$ cat src/rtl/sct_pkg.sv
// Shared types and constants for the step cadence tracker.
// No dependencies; imported by every module of the block.
`default_nettype none

package sct_pkg;

  localparam int WINDOW_DEPTH = 8;
  localparam int SLOT_W       = $clog2(WINDOW_DEPTH);
  localparam int FILL_W       = $clog2(WINDOW_DEPTH + 1);
  localparam int SUM_W        = SLOT_W + 2;

  localparam int DATA_W = 32;
  localparam int Q_W    = 24;
  localparam int NUM_W  = DATA_W + Q_W;
  localparam int CNT_W  = $clog2(Q_W);
  localparam int WSUM_W = Q_W + 4;
  localparam int PROD_W = WSUM_W + 32;

  localparam logic [Q_W-1:0] Q_MAX     = '1;
  // 60000 ms per minute times 256 for the Q16.8 scale
  localparam logic [Q_W-1:0] CAD_SCALE = 24'd15360000;
  // floor(x / 10) == (x * RECIP_10) >> RECIP_SHIFT for any 32-bit x
  localparam logic [31:0]    RECIP_10    = 32'hCCCC_CCCD;
  localparam int             RECIP_SHIFT = 35;

  typedef struct packed {
    logic [DATA_W-1:0] time_ms;
    logic [DATA_W-1:0] step_total;
  } sample_t;

  typedef enum logic [3:0] {
    ST_IDLE,
    ST_DIFF,
    ST_MUL,
    ST_START,
    ST_DIV,
    ST_SMOOTH,
    ST_RECIP,
    ST_SCALE,
    ST_DONE
  } state_t;

endpackage

`default_nettype wire

$ cat src/rtl/sct_ring_mem.sv
// Sample window memory: one write port, one read port, registered read data.
// Depends on sct_pkg.
`default_nettype none

module sct_ring_mem (
  input  wire logic                          clk,
  input  wire logic                          we,
  input  wire logic [sct_pkg::SLOT_W-1:0]    waddr,
  input  wire sct_pkg::sample_t              wdata,
  input  wire logic                          re,
  input  wire logic [sct_pkg::SLOT_W-1:0]    raddr,
  output sct_pkg::sample_t                   rdata
);
  import sct_pkg::*;

  sample_t mem [WINDOW_DEPTH];

  always_ff @(posedge clk) begin
    if (we) begin
      mem[waddr] <= wdata;
    end
  end

  always_ff @(posedge clk) begin
    if (re) begin
      rdata <= mem[raddr];
    end
  end

endmodule

`default_nettype wire

$ cat src/rtl/sct_divider.sv
// Serial restoring divider, one quotient bit per cycle, saturating quotient.
// Depends on sct_pkg.
`default_nettype none

module sct_divider (
  input  wire logic                          clk,
  input  wire logic                          rst,
  input  wire logic                          start,
  input  wire logic [sct_pkg::NUM_W-1:0]     num,
  input  wire logic [sct_pkg::DATA_W-1:0]    den,
  output logic                               done,
  output logic [sct_pkg::Q_W-1:0]            quot
);
  import sct_pkg::*;

  logic              busy;
  logic [CNT_W-1:0]  cnt;
  logic [DATA_W-1:0] rem;
  logic [Q_W-1:0]    qsh;
  logic [DATA_W:0]   trial;
  logic [DATA_W:0]   diff;

  assign trial = {rem, qsh[Q_W-1]};
  assign diff  = trial - {1'b0, den};
  assign quot  = qsh;

  always_ff @(posedge clk) begin
    if (rst) begin
      busy <= 1'b0;
      done <= 1'b0;
    end else begin
      done <= 1'b0;
      if (start) begin
        if (num[NUM_W-1:Q_W] >= den) begin
          done <= 1'b1;
        end else begin
          busy <= 1'b1;
        end
      end else if (busy) begin
        if (cnt == CNT_W'(Q_W - 1)) begin
          busy <= 1'b0;
          done <= 1'b1;
        end
      end
    end
  end

  always_ff @(posedge clk) begin
    if (start) begin
      cnt <= '0;
      if (num[NUM_W-1:Q_W] >= den) begin
        qsh <= Q_MAX;
      end else begin
        rem <= num[NUM_W-1:Q_W];
        qsh <= num[Q_W-1:0];
      end
    end else if (busy) begin
      cnt <= cnt + 1'b1;
      if (!diff[DATA_W]) begin
        rem <= diff[DATA_W-1:0];
        qsh <= {qsh[Q_W-2:0], 1'b1};
      end else begin
        rem <= trial[DATA_W-1:0];
        qsh <= {qsh[Q_W-2:0], 1'b0};
      end
    end
  end

endmodule

`default_nettype wire

$ cat src/rtl/step_cadence_tracker.sv
// Step cadence tracker: windowed cadence in Q16.8 steps/min plus smoothed value.
// Result registered at the output; the serial divider (24 quotient bits, one
// per cycle) sets the long path. A new item is accepted only in idle, after the
// previous result is loaded, so a result waiting on m_tready holds off input.
// Sync active-high reset clears window pointers, fill level and both cadence
// values; window memory undefined until written. Uses sct_ring_mem, sct_divider.
`default_nettype none

module step_cadence_tracker (
  input  wire logic        clk,
  input  wire logic        rst,
  input  wire logic        s_tvalid,
  output logic             s_tready,
  input  wire logic [63:0] s_tdata,   // step_total[31:0], time_ms[63:32]
  output logic             m_tvalid,
  input  wire logic        m_tready,
  output logic [47:0]      m_tdata,   // cadence_now[23:0], cadence_smooth[47:24]
  output logic             m_tuser    // rate_updated
);
  import sct_pkg::*;

  state_t state, state_next;

  logic [SLOT_W-1:0] write_slot;
  logic [FILL_W-1:0] fill_level;
  logic [Q_W-1:0]    cadence_reg;
  logic [Q_W-1:0]    smooth_reg;
  logic              updated;

  sample_t           in_sample;
  sample_t           old_sample;
  logic [DATA_W-1:0] ds;
  logic [DATA_W-1:0] dt;
  logic [DATA_W-1:0] dt_c;
  logic [NUM_W-1:0]  num;
  logic [WSUM_W-1:0] wsum;
  logic [PROD_W-1:0] prod;

  logic              acc;
  logic [SLOT_W-1:0] slot_inc;
  logic [FILL_W-1:0] fill_inc;
  logic [SUM_W-1:0]  old_sum;
  logic [SLOT_W-1:0] old_slot;
  logic              div_start;
  logic              div_done;
  logic [Q_W-1:0]    div_quot;
  logic              out_load;

  assign acc  = s_tvalid & s_tready;
  assign dt_c = in_sample.time_ms - old_sample.time_ms;

  always_comb begin
    slot_inc = (write_slot == SLOT_W'(WINDOW_DEPTH - 1)) ? '0 : write_slot + 1'b1;
    fill_inc = (fill_level == FILL_W'(WINDOW_DEPTH)) ? fill_level : fill_level + 1'b1;
    old_sum  = SUM_W'(slot_inc) + SUM_W'(WINDOW_DEPTH) - SUM_W'(fill_inc);
    if (old_sum >= SUM_W'(WINDOW_DEPTH)) begin
      old_slot = SLOT_W'(old_sum - SUM_W'(WINDOW_DEPTH));
    end else begin
      old_slot = SLOT_W'(old_sum);
    end
  end

  sct_ring_mem u_mem (
    .clk   (clk),
    .we    (acc),
    .waddr (write_slot),
    .wdata (s_tdata),
    .re    (acc),
    .raddr (old_slot),
    .rdata (old_sample)
  );

  sct_divider u_div (
    .clk   (clk),
    .rst   (rst),
    .start (div_start),
    .num   (num),
    .den   (dt),
    .done  (div_done),
    .quot  (div_quot)
  );

  always_ff @(posedge clk) begin
    if (rst) begin
      state <= ST_IDLE;
    end else begin
      state <= state_next;
    end
  end

  always_comb begin
    state_next = state;
    s_tready   = 1'b0;
    div_start  = 1'b0;
    out_load   = 1'b0;
    case (state)
      ST_IDLE: begin
        s_tready = 1'b1;
        if (s_tvalid) begin
          state_next = ST_DIFF;
        end
      end
      ST_DIFF: begin
        if (fill_level < FILL_W'(2) || dt_c == '0) begin
          state_next = ST_DONE;
        end else begin
          state_next = ST_MUL;
        end
      end
      ST_MUL: state_next = ST_START;
      ST_START: begin
        div_start  = 1'b1;
        state_next = ST_DIV;
      end
      ST_DIV: begin
        if (div_done) begin
          state_next = ST_SMOOTH;
        end
      end
      ST_SMOOTH: begin
        if (smooth_reg == '0) begin
          state_next = ST_DONE;
        end else begin
          state_next = ST_RECIP;
        end
      end
      ST_RECIP: state_next = ST_SCALE;
      ST_SCALE: state_next = ST_DONE;
      ST_DONE: begin
        if (!m_tvalid || m_tready) begin
          out_load   = 1'b1;
          state_next = ST_IDLE;
        end
      end
      default: state_next = ST_IDLE;
    endcase
  end

  // window pointers and cadence state
  always_ff @(posedge clk) begin
    if (rst) begin
      write_slot  <= '0;
      fill_level  <= '0;
      cadence_reg <= '0;
      smooth_reg  <= '0;
      updated     <= 1'b0;
    end else begin
      if (acc) begin
        write_slot <= slot_inc;
        fill_level <= fill_inc;
        updated    <= 1'b0;
      end
      case (state)
        ST_DIFF: begin
          if (fill_level < FILL_W'(2)) begin
            cadence_reg <= '0;
          end
        end
        ST_DIV: begin
          if (div_done) begin
            cadence_reg <= div_quot;
          end
        end
        ST_SMOOTH: begin
          updated <= 1'b1;
          if (smooth_reg == '0) begin
            smooth_reg <= cadence_reg;
          end
        end
        ST_SCALE: smooth_reg <= prod[RECIP_SHIFT +: Q_W];
        default: ;
      endcase
    end
  end

  // datapath registers
  always_ff @(posedge clk) begin
    if (acc) begin
      in_sample <= s_tdata;
    end
    if (state == ST_DIFF) begin
      dt <= dt_c;
      ds <= in_sample.step_total - old_sample.step_total;
    end
    if (state == ST_MUL) begin
      num <= NUM_W'(ds) * NUM_W'(CAD_SCALE);
    end
    if (state == ST_SMOOTH) begin
      wsum <= WSUM_W'(smooth_reg) * WSUM_W'(7) + WSUM_W'(cadence_reg) * WSUM_W'(3);
    end
    if (state == ST_RECIP) begin
      prod <= PROD_W'(wsum) * PROD_W'(RECIP_10);
    end
  end

  // output register
  always_ff @(posedge clk) begin
    if (rst) begin
      m_tvalid <= 1'b0;
    end else if (out_load) begin
      m_tvalid <= 1'b1;
    end else if (m_tready) begin
      m_tvalid <= 1'b0;
    end
  end

  always_ff @(posedge clk) begin
    if (out_load) begin
      m_tdata <= {smooth_reg, cadence_reg};
      m_tuser <= updated;
    end
  end

`ifndef SYNTHESIS
  a_fill_bound: assert property (@(posedge clk) disable iff (rst)
    fill_level <= FILL_W'(WINDOW_DEPTH))
    else $error("fill level above window depth");

  a_div_done_in_div: assert property (@(posedge clk) disable iff (rst)
    div_done |-> state == ST_DIV)
    else $error("divider finished outside divide state");

  a_busy_after_accept: assert property (@(posedge clk) disable iff (rst)
    acc |=> !s_tready)
    else $error("second transaction accepted while processing");

  a_out_load_free: assert property (@(posedge clk) disable iff (rst)
    out_load |-> (!m_tvalid || m_tready))
    else $error("result overwritten before taken");
`endif

endmodule

`default_nettype wire
$ cat config.mk
export PLATFORM = sky130hd
export DESIGN_NAME = step_cadence_tracker
export DESIGN_NICKNAME = d
export VERILOG_FILES = /design/src/rtl/sct_pkg.sv /design/src/rtl/sct_ring_mem.sv /design/src/rtl/sct_divider.sv /design/src/rtl/step_cadence_tracker.sv
export SDC_FILE = /design/constraint.sdc
export NUM_CORES = 2
export LEC_CHECK = 0
export BUFFER_PORTS_ARGS = -buffer_cell sky130_fd_sc_hd__buf_2
export CAP_MARGIN = 20
export CORE_MARGIN = 1.5
export CORE_UTILIZATION = 59
export CTS_BUF_LIST = sky130_fd_sc_hd__clkbuf_8 sky130_fd_sc_hd__clkbuf_16
export DETAILED_ROUTE_END_ITERATION = 16
export GPL_TIMING_DRIVEN = 1
export PLACE_DENSITY_LB_ADDON = 0.08
export SLEW_MARGIN = 10
export SYNTH_ARGS = -nofsm -noshare
export SYNTH_HDL_FRONTEND = slang
export SYNTH_SLANG_ARGS = --single-unit
$ cat constraint.sdc
create_clock -name clk -period 15.15 [get_ports clk]
set_clock_uncertainty 0.1 [all_clocks]
set_input_delay 0.7575 -clock clk [delete_from_list [all_inputs] [get_ports clk]]
set_output_delay 0.7575 -clock clk [all_outputs]
set_load 0.02 [all_outputs]
Word level (Yosys, flattened, before mapping) --
Memories as Yosys holds them, arrays and structs flattened. A register that Yosys moved wholly into a read port is not among the register bits. Index checks and enable logic that the tools add are counted.
Word-level totals: register bits 431, bits in writable memories 512, memories 1, output and inout port bits 51
Memories:
- u_mem.mem | words 8, bits a word 64, read ports 1, clocked after memory_dff 1, wr ports 1, line sct_ring_mem.sv:16 | sample_t mem [WINDOW_DEPTH];
Operators by class: bitwise logic cells 1, $lt $le $gt $ge 3, reductions and logical operators 15, multipliers 4, multiplexer cells 40, add/sub/neg operators 10, equal/unequal tests 17
Operators by type and width (number):
- $mux W24 | 6
- $mux W32 | 4
- $pmux W24 S2 | 2
- $sub A32 B32 Y32 | 2
- $mul A28 B32 Y59 const B | 1
- $mul A32 B11 Y43 const B | 1
- $pmux W4 S9 | 1
- $sub A33 B32 Y33 | 1
- $ge A32 B32 Y1 | 1
- $logic_not A32 Y1 | 1
- $add A27 B26 Y28 | 1
- $mul A24 B3 Y27 const B | 1
- $mul A24 B2 Y26 const B | 1
- $logic_not A24 Y1 | 1
- $mux W4 | 6
- $mux W1 | 19
- $eq A4 B3 Y1 const B | 4
- $ne A2 B2 Y1 const B | 5
- $reduce_bool A2 Y1 | 5
- $eq A4 B2 Y1 const B | 2
- $eq A4 B4 Y1 const B | 2
- $mux W3 | 2
- $reduce_and A3 Y1 | 2
- $add A3 B4 Y5 const B | 1
- other kinds (16) | 18

Longest topological paths before layout --
depth in word-level cells 6, depth in mapped cells 27

By module --
Synthesis repeated with hierarchy kept, for this count alone.
Second synthesis, totals: cell total of the unflattened synthesis 4440, area total of the unflattened synthesis 59684.7 sq um
By module, submodules not included:
- step_cadence_tracker | times used 1, seq. area each 9389.0 sq um, cells each 2986, area an instance 32872.8 sq um
- sct_ring_mem | times used 1, seq. area each 17296.6 sq um, cells each 816, area an instance 21187.8 sq um
- sct_divider | times used 1, seq. area each 1821.7 sq um, cells each 638, area an instance 5624.1 sq um

Worst setup path after synthesis --
Ideal clock, no wire load.
path type register to register, start point reg state[0], end point mem u_mem.mem[1][0] in the netlist's numbering, enable pin, data required time 14485 ps, buffers on the path 1, stages on the path, launching flop included 7, setup slack 6392 ps, period minus slack after synthesis 8758 ps, setup time 565 ps, arrival 8093 ps, cells stage by stage dfxtp_1 -> clkbuf_1 -> nor4_1 -> nand2_1 -> clkinv_1 -> nand2_1 -> nor3_1
Between the ends: cells in the longest elaborated chain, start to end 5
Ends and longest elaborated chain:
- from (decl) | line step_cadence_tracker.sv:22 | state_t state, state_next;
- from (signal assigned) | line step_cadence_tracker.sv:87 | state <= state_next;
- $logic_not A4 Y1 | line step_cadence_tracker.sv:96 | case (state)
- $mux W1 | line step_cadence_tracker.sv:96
- named net s_tready | line step_cadence_tracker.sv:13 | output logic s_tready,
- $and A1 B1 Y1 | line step_cadence_tracker.sv:49 | assign acc = s_tvalid & s_tready;
- named net acc | line step_cadence_tracker.sv:39 | logic acc;
- $mux W1 | line sct_ring_mem.sv:19 | if (we) begin
- $mux W1 (implied by the code) | line sct_ring_mem.sv:20 | mem[waddr] <= wdata;
- to (decl) | line sct_ring_mem.sv:16
The timed path passes the listed nets, and every way through them passes these cells.

Final worst setup path --
start point reg wsum[1], end point reg prod[51], data pin
Between the ends: cells in the longest elaborated chain, start to end 1
Ends and longest elaborated chain:
- from (decl) | line step_cadence_tracker.sv:36 | logic [WSUM_W-1:0] wsum;
- from (signal assigned) | line step_cadence_tracker.sv:189 | wsum <= WSUM_W'(smooth_reg) * WSUM_W'(7) + WSUM_W'(cadence_reg) * WSUM_W'(3);
- $mul A28 B32 Y59 | line step_cadence_tracker.sv:192 | prod <= PROD_W'(wsum) * PROD_W'(RECIP_10);
- to (signal assigned) | line step_cadence_tracker.sv:192
- to (decl) | line step_cadence_tracker.sv:37 | logic [PROD_W-1:0] prod;
Every way passes these cells. A chain may end at the register's enable or synchronous reset.

==> results.yml <==
status:
  status: "finished clean"
final_layout:
  largest_reg_flops: 512
  syn2layout_area_growth_pct: 9.496
  drive_above_1_share: 0.1213
  n_fill_cell: 7243
  reg.largest.list: "u_mem.mem (512), in_sample (64), u_mem.rdata (64)"
  top_register: "u_mem.mem"
  nets: 5443
  fin_util: 0.6508
floorplanning:
  die_y_um: 317.6
  fp.coreArea_um2: 98280
  row_count: 115
  dieArea_um2: 100900
  die_w_um: 317.6
  start_util: 0.5943
  pin_count: 119
detailed_routing:
  viasPerCell: 5.848
  ant_nets: 0
  drt-pass1-iter-count: 5
  totalWireLength_mm: 127.2
  drcViolationCount: 0
  dr_total_vias: 34016
  drtIter0Drc: 2877
  wl_per_cell_um: 21.87
clock_network:
  cts.path.max_buffers: 3
  htree_levels: 3
  clk_pin_slew_ps: 70
  cts_root_buffer: "clkbuf_16"
  cts_hold_buf: 0
  post-cts-setup-buffers: 0
  cts_tree: "yes"
  numCtsBuffers: 100
  worstSkewPairLatency_ps: 690
  clkSinkCount: 972
  cts-resized-gates: 0
grt:
  gr-usage-met1: 0.3873
  track_usage: 0.2595
  first_global_vias: 34394
  grt_pass1_wl_mm: 200.5
  grt-ovfl-total: 0
  use_met3: 0.04025
  top_usage_layer: "met2"
  antenna_found_initial: 13
  met2_usage: 0.4026
  grt_start_max_net_pins: 71
synth:
  synth_edf_count: 904
  synth_nets: 5277
  syn-mean-instance-area_um2: 13.66
  netlist_area_um2: 58410
  synth_seq_cells: 972
  yosysSeqAreaShare: 0.4881
  synth_cell_types: 75
  synth_top_area_share: 0.4648
  synth_ff_type: "edfxtp_1"
  synthArstFlopShare: 0
  syn-instance-count: 4277
  synth_common_cells: "edfxtp_1, inv_1, ha_1"
  yosys.cell_count.top_type: "edfxtp_1"
  synth_top_area_cell: "edfxtp_1"
  synth_warnings: 0
  synth_area_leaders: "edfxtp_1, fa_1, ha_1"
timing:
  finalSetupTns_ps: 0
  tightest_slew_ps: 1018
  fin_crit_sh: 0.5044
  finalHoldViolations: 0
  setup_violations: 0
  rsz0062_at_grt: "no"
  period_needed_ps: 7642
  drv_slew: 0
  max_slew_margin: 0.3154
  clock.fmax_mhz: 130.8
job:
  cap_violations: 0
critical_path:
  cp-end-kind: "flip-flop"
  cp_max_fo: 5
  worstSetupStartpointType: "flip-flop"
  worstSetupPathType: "reg2reg"
  crit_required_ps: 15500
  critPathArrivalTime_ps: 7990
placed_design:
  io_buffers: 118
  routabilityCongestion: 0.9209
  dpl.hpwl_mm: 93.26
power:
  ir_worst_vdd_mv: 0.4429
  p_per_area_nw_per_um2: 199.0
  p_leak_uw: 0.02643
hold_path:
  hp-class: "in2reg"
[per-stage QoR]
| step | worst slack [ps] | std cells | total power (uW) | cell area, um2 | hold slack [ps] |
|---|---|---|---|---|---|
| final | 7508 | 5817 | 12730 | 63950 | 247.3 |
| after detailed placement | 7509 | 5627 | 10350 | 60690 | 325.0 |
| after global placement | 7616 | 5627 | 10300 | 60690 | 320.8 |
| after CTS | 7489 | 5811 | 12820 | 63930 | 196.3 |
| after floorplan | 6392 | 4277 | 8979 | 58410 | 308.6 |
| after global routing | 7070 | 5814 | 13770 | 63950 | 219.6 |
[layer usage]
metal  vias up  wire (um)
li1      15687          -
met1     17227      58570
met2       906      58480
met3       186       6887
met4        10       3223
met5         -         64
[worst paths after layout]
check / slack (ps) / cells after the start / from / endpoint
max: 7510 / 23 / wsum[1]$_DFFE_PP_ / prod[51]$_DFFE_PN_
max reg2reg: 7510 / 23 / wsum[1]$_DFFE_PP_ / prod[51]$_DFFE_PN_
min: 250 / 1 / s_tdata[33] / u_mem.mem[1][33]$_DFFE_PP_
min reg2reg: 350 / 0 / updated$_SDFFE_PP0P_ / m_tuser$_DFFE_PP_
[where the power goes]
group / internal, uW / switching, uW / total [uW] / leakage, uW
sequential: 3510 / 114 / 3620 / 0.00883
clock: 1360 / 1050 / 2410 / 0.00164
combinational: 2940 / 3750 / 6690 / 0.0160
[worst max-delay path, cell delays in order (launching register included)]
cell	delay, ps
edfxtp_1	510
ha_1	300
fa_1	500
fa_1	580
inv_1	60
fa_1	590
inv_1	150
fa_1	520
inv_1	50
fa_1	510
fa_1	500
inv_1	40
ha_1	280
a21oi_1	140
o221ai_1	120
a211oi_1	250
o22ai_1	190
a31oi_1	560
o21ai_0	310
a31o_2	330
a211o_1	300
a31o_2	250
a21oi_1	170
xnor2_1	70
[cell usage in the layout, fill, tap and decap left out, types with 10 or more instances in the layout]
cell,count
a211oi_1,49
a21o_1,91
a21oi_1,198
a22oi_1,24
a31oi_1,27
and3_1,10
buf_2,118
buf_4,40
clkbuf_16,103
clkinv_1,22
clkinv_2,19
dfxtp_1,68
edfxtp_1,904
fa_1,419
ha_1,511
inv_1,616
mux2_2,64
mux4_2,128
nand2_1,142
nand2b_1,32
nand3_1,38
nand4_1,30
nor2_1,227
nor2b_1,19
nor3_1,57
nor4_1,16
o211ai_1,12
o21a_1,36
o21ai_0,108
o21bai_1,17
o31ai_1,10
or2_2,14
or3_1,17
xnor2_1,119
xor2_1,57
[final cells by class]
class                           count  area, um2  area share
Clock inverter                     80      640.6     0.01002
Clock buffer                      104       2591     0.04052
Inverter                          600       2257     0.03529
Timing Repair Buffer              159      905.9     0.01416
Antenna cell                        5      12.51   0.0001956
Sequential cell                   972      28510      0.4457
Multi-Input combinational cell   2610      27430      0.4289
Tap cell                         1287       1610     0.02518
[logic make-up after synthesis]
kind of cell    count (synthesis)  synth area share
buf+inv                       695           0.04469
compound gates                653           0.07185
simple gates                  649           0.05233
mux                           198           0.06272
fa+ha+maj                     932            0.2536
flops                         972            0.4881
xor+xnor                      178           0.02669
(Power assumes the default switching activity.)
